[src/design/odsvf_pkg.sv]
// shared types and constants for the overdrive / dc blocker / svf lowpass block
// no dependencies
`default_nettype none

package odsvf_pkg;

	localparam int unsigned CFG_IDX_W  = 3;
	localparam int unsigned CFG_DATA_W = 27;
	localparam int unsigned MUL_A_W    = 41;
	localparam int unsigned MUL_B_W    = 26;
	localparam int unsigned MUL_P_W    = MUL_A_W + MUL_B_W;

	localparam logic [16:0] DC_POLE_Q16 = 17'd64881;

	typedef enum logic [CFG_IDX_W-1:0] {
		REG_DRIVE_GAIN      = 3'd0,
		REG_ASYM_OFFSET     = 3'd1,
		REG_ASYM_CORRECTION = 3'd2,
		REG_VOLUME_GAIN     = 3'd3,
		REG_CUTOFF_COEF     = 3'd4,
		REG_DAMPING_COEF    = 3'd5
	} reg_idx_t;

	typedef struct packed {
		logic [26:0]        drive_gain;
		logic [22:0]        asym_offset;
		logic signed [21:0] asym_correction;
		logic [22:0]        volume_gain;
		logic [16:0]        cutoff_coef;
		logic [16:0]        damping_coef;
	} cfg_regs_t;

	typedef enum logic [3:0] {
		OP_NOP,
		OP_DRV,
		OP_POLE,
		OP_VOL,
		OP_BF,
		OP_BQ,
		OP_H,
		OP_HF,
		OP_BUPD
	} op_t;

endpackage

`default_nettype wire

[src/design/odsvf_ctrl.sv]
// sequencer: steps one sample through the shared multiplier schedule
// depends on odsvf_pkg
`default_nettype none

module odsvf_ctrl (
	input  wire logic      clk,
	input  wire logic      arst_n,
	input  wire logic      s_tvalid,
	output logic           s_tready,
	output logic           m_tvalid,
	input  wire logic      m_tready,
	output odsvf_pkg::op_t op
);
	import odsvf_pkg::*;

	typedef enum logic [2:0] {
		ST_IDLE,
		ST_POLE,
		ST_VOL,
		ST_BF,
		ST_BQ,
		ST_H,
		ST_HF,
		ST_BUPD
	} state_t;

	state_t state_q;
	logic   m_tvalid_q;
	logic   out_free;

	assign out_free = !m_tvalid_q || m_tready;
	assign s_tready = (state_q == ST_IDLE);
	assign m_tvalid = m_tvalid_q;

	always_comb begin
		case (state_q)
			ST_IDLE: op = s_tvalid ? OP_DRV : OP_NOP;
			ST_POLE: op = OP_POLE;
			ST_VOL:  op = OP_VOL;
			ST_BF:   op = OP_BF;
			ST_BQ:   op = OP_BQ;
			ST_H:    op = OP_H;
			ST_HF:   op = OP_HF;
			ST_BUPD: op = out_free ? OP_BUPD : OP_NOP;
			default: op = OP_NOP;
		endcase
	end

	always_ff @(posedge clk or negedge arst_n) begin
		if (!arst_n) begin
			state_q    <= ST_IDLE;
			m_tvalid_q <= 1'b0;
		end else begin
			if (m_tvalid_q && m_tready) begin
				m_tvalid_q <= 1'b0;
			end
			case (state_q)
				ST_IDLE: begin
					if (s_tvalid) begin
						state_q <= ST_POLE;
					end
				end
				ST_POLE: state_q <= ST_VOL;
				ST_VOL:  state_q <= ST_BF;
				ST_BF:   state_q <= ST_BQ;
				ST_BQ:   state_q <= ST_H;
				ST_H:    state_q <= ST_HF;
				ST_HF:   state_q <= ST_BUPD;
				ST_BUPD: begin
					if (out_free) begin
						m_tvalid_q <= 1'b1;
						state_q    <= ST_IDLE;
					end
				end
				default: state_q <= ST_IDLE;
			endcase
		end
	end

endmodule

`default_nettype wire

[config.mk]
export PLATFORM = sky130hd
export DESIGN_NAME = odsvf_ctrl
export DESIGN_NICKNAME = d
export VERILOG_FILES = /design/src/design/odsvf_pkg.sv /design/src/design/odsvf_ctrl.sv
export SDC_FILE = /design/constraint.sdc
export NUM_CORES = 1
export LEC_CHECK = 0
export BUFFER_PORTS_ARGS = -buffer_cell sky130_fd_sc_hd__buf_2
export CAP_MARGIN = 20
export CORE_AREA = 3 3 40 42
export CTS_CLUSTER_DIAMETER = 80
export DETAILED_ROUTE_END_ITERATION = 16
export DIE_AREA = 0 0 43 45
export PLACE_DENSITY = 0.46
export RECOVER_POWER = 100
export SLEW_MARGIN = 10
export SYNTH_ARGS = -nofsm -noshare
export SYNTH_HDL_FRONTEND = slang
export SYNTH_SLANG_ARGS = --single-unit
[constraint.sdc]
create_clock -name clk -period 1.4 [get_ports clk]
set_clock_uncertainty 0.15 [all_clocks]
set_input_delay 0.14 -clock clk [delete_from_list [all_inputs] [get_ports clk]]
set_output_delay 0.14 -clock clk [all_outputs]
set_load 0.01 [all_outputs]
# Word-level counts from Yosys, hierarchy flattened
# Cells that the tools add are included.
[totals]
regBits = 4
elab_cells = 25
out_inout_bits = 6
[op_classes]
mux = 9
reduce_logical = 5
n_eq_ne = 9
[op_table]
columns = ["cell", "count"]
rows = [
  ["4-bit case mux with 8 select lines", 1],
  ["3-bit case mux with 8 select lines", 1],
  ["3-bit equality test, second input constant", 4],
  ["3-bit by 2-bit equality test with 1-bit output, second input constant", 2],
  ["3-bit 2-to-1 mux", 2],
  ["1-bit 2-to-1 mux", 4],
  ["4-bit 2-to-1 mux", 1],
  ["2-bit != test, second input constant", 2],
  ["3-bit by 1-bit equality test with 1-bit output, second input constant", 1],
  ["3-bit logical NOT", 1],
  ["2-bit AND reduction", 1],
  ["1-bit logical AND", 1],
  ["1-bit logical NOT", 1],
  ["1-bit logical OR", 1],
]

# Logic depth before layout (Yosys ltp)
# Gate-level depths: netlist of run 1.
[logic_depth]
depth_word = 4
depth_mapped = 5
depth_no_buf = 5

# Worst setup path before layout of run 1
# Ideal clock, no wire load.
[synth_timing]
kind = "register to register"
startpoint = "register state_q[0]"
endpoint = "register state_q[1]"
setup_slack_ns = -0.114
period_less_slack_ns = 1.514
setup_ns = 0.125
arrival_ns = 1.239
path_stages_with_launch = 6
cell_sequence = "dfrtp_1 > inv_1 > ha_1 > nand2b_4 > o22ai_4 > mux2_4"
[synth_via]
elab_chain_cells = 3
[synth_rtl]
columns = ["element", "line", "text"]
rows = [
  ["from (decl)", "odsvf_ctrl.sv:27", "state_t state_q;"],
  ["from (signal assigned)", "odsvf_ctrl.sv:51", "state_q <= ST_IDLE;"],
  ["from (signal assigned)", "odsvf_ctrl.sv:60", "state_q <= ST_POLE;"],
  ["from (signal assigned)", "odsvf_ctrl.sv:63", "ST_POLE: state_q <= ST_VOL;"],
  ["3-bit equality test / 3-bit logical NOT (equally long branches)", "odsvf_ctrl.sv:57", "case (state_q)"],
  ["2-bit != test (no line)", "n/a", ""],
  ["2-bit AND reduction (no line)", "n/a", ""],
]
# Several ways; a longest one is shown, not always the timed one.
# A chain may end at the register's enable or synchronous reset.

# Final worst setup path of run 1
[layout_timing]
startpoint = "register state_q[1]"
endpoint = "output port op[3]"
[layout_via]
elab_chain_cells = 2
[layout_rtl]
columns = ["element", "line", "text"]
rows = [
  ["3-bit equality test (tied with other cells)", "odsvf_ctrl.sv:36", "case (state_q)"],
  ["4-bit case mux with 8 select lines *", "odsvf_ctrl.sv:36", ""],
  ["to (decl)", "odsvf_ctrl.sv:12", "output odsvf_pkg::op_t op"],
]
# Every way passes the cells marked *; elsewhere a longest branch is shown, timed or not.

==> impl_metrics.env, run 1 <==
export IMPL_numCtsBuffers=3
export IMPL_hold_class="input port to async pin"
export IMPL_grt_overflow_total=0
export IMPL_clk_latency_ns=0.23
export IMPL_setup_viol=7
export IMPL_syn_to_final_growth_pct=89.5
export IMPL_grt_pass1_wl_mm=1.23
export IMPL_die_y_um=45
export IMPL_ys_warn_count=0
export IMPL_path_delay_family="buffers and inverters"
export IMPL_period_minus_slack_ns=1.69
export IMPL_finalHoldViolCount=0
export IMPL_cp_max_fo=4
export IMPL_cts_max_level=1
export IMPL_crit_buf_inv=4
export IMPL_nets=62
export IMPL_rsz0062_at_grt="yes"
export IMPL_port_buffers=9
export IMPL_p_leak_nw=0.260
export IMPL_num_antenna_cells=0
export IMPL_final_antenna_net_count=0
export IMPL_ioPinCount=10
export IMPL_cts_tree="built"
export IMPL_clk_path_buf_depth=2
export IMPL_relSlewSlack=0.768
export IMPL_syn_inst=31
export IMPL_period_share=1.21
export IMPL_first_global_vias=298
export IMPL_synth_fp_nets=39
export IMPL_synth_distinct_cells=19
export IMPL_p_per_area_nw_per_um2=2720
export IMPL_slowest_stage="dfrtp_2"
export IMPL_grt_antenna_before_repair=0
export IMPL_violations="negative setup slack"
export IMPL_vdd_drop_max_mv=1.25
export IMPL_cp_start_kind="flip-flop"
export IMPL_drive_above_1_share=0.769
export IMPL_mostFrequentLayoutCells="buf_6 (8), buf_2 (4)"
export IMPL_crit_arrival_ns=1.40
export IMPL_syn_area_per_cell_sq_um=10.4
export IMPL_die_w_um=43
export IMPL_coreArea_sq_um=1280
export IMPL_dpl_cell_area_sq_um=430
export IMPL_tightest_slew_ns=0.347
export IMPL_vias_per_cell=4.49
export IMPL_drt_iter0_drc=4
export IMPL_wl_um=733
export IMPL_initial_core_util=0.251
export IMPL_seq_area_frac_synth=0.310
export IMPL_cpPeakStageDelay_ns=0.43
export IMPL_drv_slew=0
export IMPL_drv_cap=0
export IMPL_worst_slack_ns=-0.294
export IMPL_grtUsageTotal=0.0903
export IMPL_wire_per_inst_um=10.9
export IMPL_synth_area_sq_um=323
export IMPL_die_area_sq_um=1940
export IMPL_clock_sinks=4
export IMPL_path_cells="buf_6 > ha_4 > buf_12 > nand2_8 > buf_6 > nor2_1 > buf_2"
export IMPL_cp_required_ns=1.11
export IMPL_crit_type="flip-flop to output port"
export IMPL_end_kind="output port"
export IMPL_drc=0
export IMPL_clock_fmax_ghz=0.590
export IMPL_num_rows=13
export IMPL_route_vias_total=301
export IMPL_synth_seq_cells=4
export IMPL_fillers=117
export IMPL_design_area_sq_um=612
export IMPL_outcome="finished with violations"
export IMPL_r2r_setup_slack_ns=-0.22
export IMPL_hpwl_um=543
export IMPL_p_total_mw=1.66
export IMPL_crit_top_cell="buf_6"
export IMPL_gp_congestion=0.763
export IMPL_root_buffer="clkbuf_4"
export IMPL_clkTransAtPathRegs_ns=0.04
export IMPL_whs_ns=0.116
export IMPL_dp_slack_ns=-0.149
export IMPL_final_common_cell="buf_6"
export IMPL_grt_start_max_net_pins=6
export IMPL_firstDrtPassIters=2
==> timing repair <==
action / 4_1_cts / 5_1_grt
gates resized for setup: 16 / 8
buffers inserted: 4 / 1
pin swaps: 3 / 3
hold endpoints to repair: 4 / 0
hold buffers: 1 / 0
endpoints found under the setup margin: 8 / 9
==> kinds of logic (layout without fill, tap and decap cells) <==
logic type / after synthesis / count (layout) / synth area share
and+or+nand+nor: 10 / 10 / 0.205
AOI/OAI and AO/OA: 7 / 7 / 0.182
adders and majority gates: 4 / 4 / 0.155
DFF: 4 / 4 / 0.310
buffers and inverters: 4 / 25 / 0.0698
muxes: 2 / 2 / 0.0775
==> cell usage after synthesis (all sizes together) <==
| master | n | share of area |
|---|---|---|
| a211oi | 1 | 0.023 |
| a21oi | 3 | 0.046 |
| a221o | 1 | 0.035 |
| and2b | 1 | 0.027 |
| buf | 1 | 0.035 |
| dfrtp | 4 | 0.31 |
| ha | 4 | 0.16 |
| inv | 3 | 0.035 |
| mux2 | 1 | 0.046 |
| mux2i | 1 | 0.031 |
| nand2 | 2 | 0.046 |
| nand2b | 2 | 0.062 |
| nor2 | 3 | 0.035 |
| nor2b | 1 | 0.019 |
| nor3 | 1 | 0.015 |
| o21ai | 1 | 0.015 |
| o22ai | 1 | 0.062 |
==> final timing paths <==
path	endpoint	cells after the start	from
max	op[3]	7	state_q[1]
min	m_tvalid	2	arst_n
max reg2reg	state_q[1]	6	state_q[0]
min reg2reg	m_tvalid	2	m_tvalid
max in group asynchronous	state_q[1]	2	arst_n
min in group clk	m_tvalid	3	m_tready
==> stage by stage <==
step           cells  setup TNS (ns)  utilization
5_1_grt           67           -1.97        0.476
4_1_cts           66           -1.46        0.443
2_1_floorplan     31         -0.0208            -
6_report          67           -1.45        0.476
3_3_place_gp      58          -0.317        0.335
3_5_place_dp      58          -0.527        0.335
==> sequential cells by signal (all words and copies together), names as in the netlist <==
name	flops
state_q	3
m_tvalid	1
==> area by class of cell <==
type	instances	area [sq um]	share of cell area
inverters	3	13.8	0.0225
repair buffers	19	170	0.278
well taps	15	18.8	0.0307
flip-flops and latches	4	103	0.168
clock buffers	3	22.5	0.0368
multi-input cells	23	284	0.464
==> metal layers <==
layer | vias up | global-route usage | share of wire | routed length [um]
met4 | 0 | 0.0181 | 0 | 0
met1 | 143 | 0.0878 | 0.40 | 294
met5 | - | 0 | 0 | 0
met2 | 9 | 0.150 | 0.51 | 374
met3 | 0 | 0.0757 | 0.086 | 63
li1 | 149 | - | - | -
==> power by group <==
group	switching, mW	internal, mW	leakage (nW)	total [mW]
combinational	0.518	0.726	0.200	1.24
clock	0.0428	0.0955	0.0138	0.138
sequential	0.104	0.179	0.0466	0.283
==> worst reg2reg max path, cell delays in order (launching register included) <==
cell and delay (ns):
dfrtp_2 0.44, inv_2 0.11, ha_4 0.18, buf_6 0.11, nand2b_4 0.06, o22ai_4 0.13, mux2_4 0.31
Power figures use the tool's default switching activity.
==> inputs of run 2 (changes only) <==
Settings changed: ABC_AREA from default to 1, PLACE_DENSITY 0.46 to 0.45.
==> run 2 against run 1 <==
Critical path depth did not move. The flow still finishes with violations (negative setup slack). Critical endpoint is now op[2]. Fmax is 6.9% higher. Highest routed layer unchanged. Register-to-register slack improved by 0.21 ns. Sequential share of layout area rose by 4.4 points. Via count increased by 3.3%.
==> impl_metrics.env, run 2 <==
export IMPL_outcome="finished with violations"
export IMPL_violations="negative setup slack"
export IMPL_p_clk_frac=0.104
export IMPL_p_sw_mw=0.612
export IMPL_vias_per_cell=4.20
export IMPL_clkTransAtPathRegs_ns=0.04
export IMPL_grt_pass1_wl_mm=1.06
export IMPL_p_total_mw=1.34
export IMPL_tightest_slew_ns=0.235
export IMPL_whs_ns=0.0451
export IMPL_r2r_setup_slack_ns=-0.01
export IMPL_drc=0
export IMPL_cp_max_fo=4
export IMPL_route_vias_total=311
export IMPL_drv_cap=0
export IMPL_synthTopCellsByCount="nand2_1 (16), inv_1 (7), dfrtp_1 (4), ha_1 (4), nor2_1 (4)"
export IMPL_p_int_mw=0.725
export IMPL_wl_um=753
export IMPL_syn_to_final_growth_pct=61.0
export IMPL_period_share=1.13
export IMPL_syn_inst=44
export IMPL_seqPwrFrac=0.216
export IMPL_synth_area_sq_um=302
export IMPL_root_buffer="clkbuf_4"
export IMPL_initial_core_util=0.235
export IMPL_ys_warn_count=0
export IMPL_p_leak_nw=0.246
export IMPL_cts_tree="built"
export IMPL_grtUsageTotal=0.0753
export IMPL_port_buffers=9
export IMPL_vdd_drop_max_mv=0.827
export IMPL_clk_latency_ns=0.23
export IMPL_gp_congestion=0.831
export IMPL_dp_slack_ns=0.0207
export IMPL_fillers=152
export IMPL_period_minus_slack_ns=1.59
export IMPL_drive_above_1_share=0.441
export IMPL_synth_top_cell_area_share=0.332
export IMPL_hpwl_um=522
export IMPL_die_area_sq_um=1940
export IMPL_finalHoldViolCount=0
export IMPL_relSlewSlack=0.843
export IMPL_synth_most_common_cell="nand2_1"
export IMPL_synth_edf_count=0
export IMPL_nets=69
export IMPL_grt_start_max_net_pins=8
export IMPL_clock_fmax_ghz=0.631
export IMPL_crit_start="state_q[0]"
export IMPL_multi_input_area_sq_um=230
export IMPL_final_common_cell="nand2_1"
export IMPL_wire_per_inst_um=10.2
export IMPL_synth_top_cells_by_area="dfrtp_1 (33%), nand2_1 (20%), ha_1 (17%)"
export IMPL_regArea_sq_um=103
export IMPL_worst_slack_ns=-0.185
export IMPL_ioPinCount=10
export IMPL_coreArea_sq_um=1280
export IMPL_crit_arrival_ns=1.30
export IMPL_synth_fp_nets=52
export IMPL_critPathCapture="op[2]"
export IMPL_yosysTopAreaCell="dfrtp_1"
export IMPL_grt_antenna_before_repair=0
export IMPL_syn_area_per_cell_sq_um=6.85
export IMPL_drv_slew=0
export IMPL_setup_tns_ns=-0.516
export IMPL_grt_overflow_total=0
export IMPL_ys_flop_type="dfrtp_1"
export IMPL_comb_power_share=0.680
export IMPL_numCtsBuffers=3
export IMPL_clock_sinks=4
export IMPL_cts_max_level=1
export IMPL_final_cells=74
export IMPL_r2r_cells=9
export IMPL_largest_reg_flops=3
export IMPL_top_register="state_q"
export IMPL_p_per_area_nw_per_um2=2760
export IMPL_drt_iter0_drc=2
export IMPL_cp_required_ns=1.11
export IMPL_cp_start_kind="flip-flop"
export IMPL_r2r_start="state_q[0]"
export IMPL_r2r_end="state_q[2]"
export IMPL_firstDrtPassIters=4
export IMPL_hold_class="input port to flip-flop"
export IMPL_final_antenna_net_count=0
export IMPL_clk_path_buf_depth=2
export IMPL_num_rows=13
export IMPL_first_global_vias=281
export IMPL_num_antenna_cells=0
export IMPL_die_y_um=45
export IMPL_synth_seq_cells=4
export IMPL_mostFrequentLayoutCells="nand2_1 (13), buf_2 (5)"
export IMPL_rsz0062_at_grt="yes"
export IMPL_synth_distinct_cells=10
export IMPL_setup_viol=5
export IMPL_dp_cells=69
export IMPL_async_flop_share=1.00
export IMPL_end_kind="output port"
export IMPL_crit_type="flip-flop to output port"
export IMPL_swShare=0.458
export IMPL_die_w_um=43
export IMPL_seq_area_frac_synth=0.332
## run 2: cell types whose count changed after synthesis, sizes merged, moves of 2 or more
cell    delta
nand2b     -2
nand3      +3
a21oi      -2
inv        +4
nand4      +2
nand2     +14
## run 2: through the flow
stage / utilization / cell area, sq um
floorplan: - / 302
global placement: 0.290 / 373
detailed placement: 0.290 / 373
CTS: 0.338 / 434
global route: 0.378 / 485
finish: 0.378 / 485
## run 2: timing repair
item | CTS | global route
pin swaps | 2 | 3
setup endpoints to repair | 5 | 7
hold endpoints to repair | 4 | 0
gates resized for setup | 11 | 13
buffers inserted | 1 | 0
hold buffers | 1 | 0
## run 2: kinds of logic after synthesis
kind of cell	synth area share
flip-flops	0.332
buffers and inverters	0.0872
adder cells (fa/ha/maj)	0.166
AO/OA/AOI/OAI	0.0498
AND/OR/NAND/NOR	0.365
## run 2: critical path, stage by stage, from the launching register on
cell and delay (ns):
dfrtp_2 0.42, inv_4 0.06, ha_4 0.17, inv_2 0.06
nand2_1 0.04, o21ai_1 0.08, nand2_1 0.08, buf_2 0.14
## run 2: how the worst min path moves through the flow
stage	endpoint	cells after the start	from	slack [ns]
6_report	m_tvalid	4	m_tready	0.05
5_1_grt	m_tvalid	4	m_tready	0.07
4_1_cts	m_tvalid	4	m_tready	0.04
3_5_place_dp	m_tvalid	1	arst_n	-0.20
3_3_place_gp	m_tvalid	1	arst_n	-0.20
2_1_floorplan	m_tvalid	0	arst_n	-0.31
## run 2: metal layers
layer	vias up	wire [um]	part of all wire	GRT usage
li1	169	-	-	-
met1	133	344	0.46	0.0905
met2	9	373	0.50	0.114
met3	0	35	0.046	0.0120
met4	0	0	0	0.0723
met5	-	0	0	0
## run 2: area by class of cell
cell class                      instances  area share
Multi-Input combinational cell         33       0.474
Sequential cell                         4       0.211
Timing Repair Buffer                   12       0.165
Inverter                                7      0.0644
Clock buffer                            3      0.0464
Tap cell                               15      0.0387
## run 2: power by group through the flow
stage	clock network, mW	registers (mW)	logic (mW)
after floorplan	0	0.236	0.413
after global routing	0.152	0.300	1.00
final	0.139	0.289	0.910
after detailed placement	0	0.244	0.625
after global placement	0	0.243	0.638
after CTS	0.148	0.253	0.757
==> inputs of run 3 (changes only) <==
==> constraint.sdc (replaced) <==
create_clock -name clk -period 1.4 [get_ports clk]
set_clock_uncertainty 0.15 [all_clocks]
set_input_delay 0.07 -clock clk [delete_from_list [all_inputs] [get_ports clk]]
set_output_delay 0.07 -clock clk [all_outputs]
set_load 0.01 [all_outputs]
==> run 3 against run 2 <==
The run still ends with negative setup slack left. Design area rose by 5.2%. Wire length fell by 6.5%. Critical path depth fell by 1. Combinational power fell by 1%. Largest power group unchanged. Critical path type unchanged. Sequential power rose by 5%. Final cell count rose by 2.7%. Register-to-register slack got worse by 0.02 ns. Utilization rose by 1.9 points.
==> impl_metrics.env, run 3 (synthesis gave the netlist of run 2 again) <==
export IMPL_grt_start_max_net_pins=8
export IMPL_port_buffers=9
export IMPL_grt_pass1_wl_mm=1.24
export IMPL_grt_overflow_total=0
export IMPL_die_w_um=43
export IMPL_wire_per_inst_um=9.26
export IMPL_grtUsageTotal=0.0894
export IMPL_grt_antenna_before_repair=0
export IMPL_route_vias_total=329
export IMPL_numCtsBuffers=3
export IMPL_setup_viol=4
export IMPL_wl_um=704
export IMPL_mostFrequentLayoutCells="nand2_1 (11), buf_2 (6), nand2_2 (5)"
export IMPL_cts_max_level=1
export IMPL_initial_core_util=0.235
export IMPL_clkTransAtPathRegs_ns=0.04
export IMPL_clk_latency_ns=0.23
export IMPL_end_kind="output port"
export IMPL_drv_cap=0
export IMPL_firstDrtPassIters=2
export IMPL_cts_tree="built"
export IMPL_clock_fmax_ghz=0.656
export IMPL_coreArea_sq_um=1280
export IMPL_ioPinCount=10
export IMPL_die_area_sq_um=1940
export IMPL_syn_to_final_growth_pct=69.3
export IMPL_cp_max_fo=4
export IMPL_period_minus_slack_ns=1.53
export IMPL_root_buffer="clkbuf_4"
export IMPL_rsz0062_at_grt="yes"
export IMPL_r2r_start="state_q[0]"
export IMPL_clk_path_buf_depth=2
export IMPL_p_leak_nw=0.259
export IMPL_final_common_cell="nand2_1"
export IMPL_final_util=0.397
export IMPL_dpl_cell_area_sq_um=365
export IMPL_first_global_vias=316
export IMPL_violations="negative setup slack"
export IMPL_die_y_um=45
export IMPL_p_per_area_nw_per_um2=2620
export IMPL_drt_iter0_drc=3
export IMPL_relSlewSlack=0.853
export IMPL_hpwl_um=495
export IMPL_final_cells=76
export IMPL_dp_cells=68
export IMPL_drv_slew=0
export IMPL_tightest_slew_ns=0.221
export IMPL_worst_slack_ns=-0.125
export IMPL_gp_congestion=0.740
export IMPL_p_total_mw=1.34
export IMPL_period_share=1.09
export IMPL_vdd_drop_max_mv=1.00
export IMPL_largest_reg_flops=3
export IMPL_final_antenna_net_count=0
export IMPL_crit_type="flip-flop to output port"
export IMPL_num_rows=13
export IMPL_design_area_sq_um=510
export IMPL_drive_above_1_share=0.475
export IMPL_nets=71
export IMPL_finalHoldViolCount=0
export IMPL_crit_start="state_q[1]"
export IMPL_top_register="state_q"
export IMPL_drc=0
export IMPL_vias_per_cell=4.33
export IMPL_cp_start_kind="flip-flop"
export IMPL_clock_sinks=4
export IMPL_hold_class="input port to async pin"
export IMPL_crit_arrival_ns=1.31
export IMPL_num_antenna_cells=0
export IMPL_outcome="finished with violations"
export IMPL_cp_required_ns=1.18
==> run 3: worst paths after layout <==
path	to	slack [ns]	depth (start not counted)
setup / recovery	op[0]	-0.13	6
hold / removal	m_tvalid	0.05	2
setup reg to reg	state_q[2]	-0.03	9
hold reg to reg	m_tvalid	0.41	2
max in group asynchronous	state_q[0]	0.85	2
min in group clk	state_q[0]	0.10	5
==> run 3: critical path: stages, from the launching register on <==
cell and delay [ns]:
dfrtp_2 0.45, inv_4 0.07, ha_4 0.17, nor2_4 0.10
nand4_1 0.09, nand3_1 0.08, buf_2 0.12
==> run 3: layout make-up <==
type | instances | area, sq um
clock buffers | 3 | 22.5
fillers | 141 | 774
inverters | 7 | 31.3
multi-input cells | 33 | 250
flip-flops and latches | 4 | 103
well taps | 15 | 18.8
repair buffers | 14 | 85.1
==> run 3: what timing repair did <==
action	4_1_cts	5_1_grt
pin swaps	5	6
endpoints found under the setup margin	4	6
resized for setup	20	5
hold endpoints to repair	5	0
setup buffers	3	0
hold buffers	2	0
==> run 3: layer usage <==
metal / GRT usage / wire [um] / up-vias
li1: - / - / 172
met1: 0.0973 / 324 / 152
met2: 0.147 / 355 / 5
met3: 0.0239 / 24 / 0
met4: 0.0723 / 0 / 0
met5: 0 / 0 / -
==> run 3: metrics by stage <==
stage | TNS (ns) | worst slack, ns | hold slack [ns]
finish | -0.272 | -0.125 | 0.0524
floorplan | 0 | 0.0973 | -0.376
global route | -0.706 | -0.226 | 0.0657
detailed placement | 0 | 0.0506 | -0.274
CTS | -0.242 | -0.112 | 0.0143
global placement | 0 | 0.0595 | -0.274
==> run 3: report_power, final <==
part / total, mW / leakage, nW / internal, mW / switching [mW]
sequential: 0.303 / 0.0458 / 0.184 / 0.119
clock: 0.134 / 0.0138 / 0.0953 / 0.0390
combinational: 0.900 / 0.199 / 0.440 / 0.460
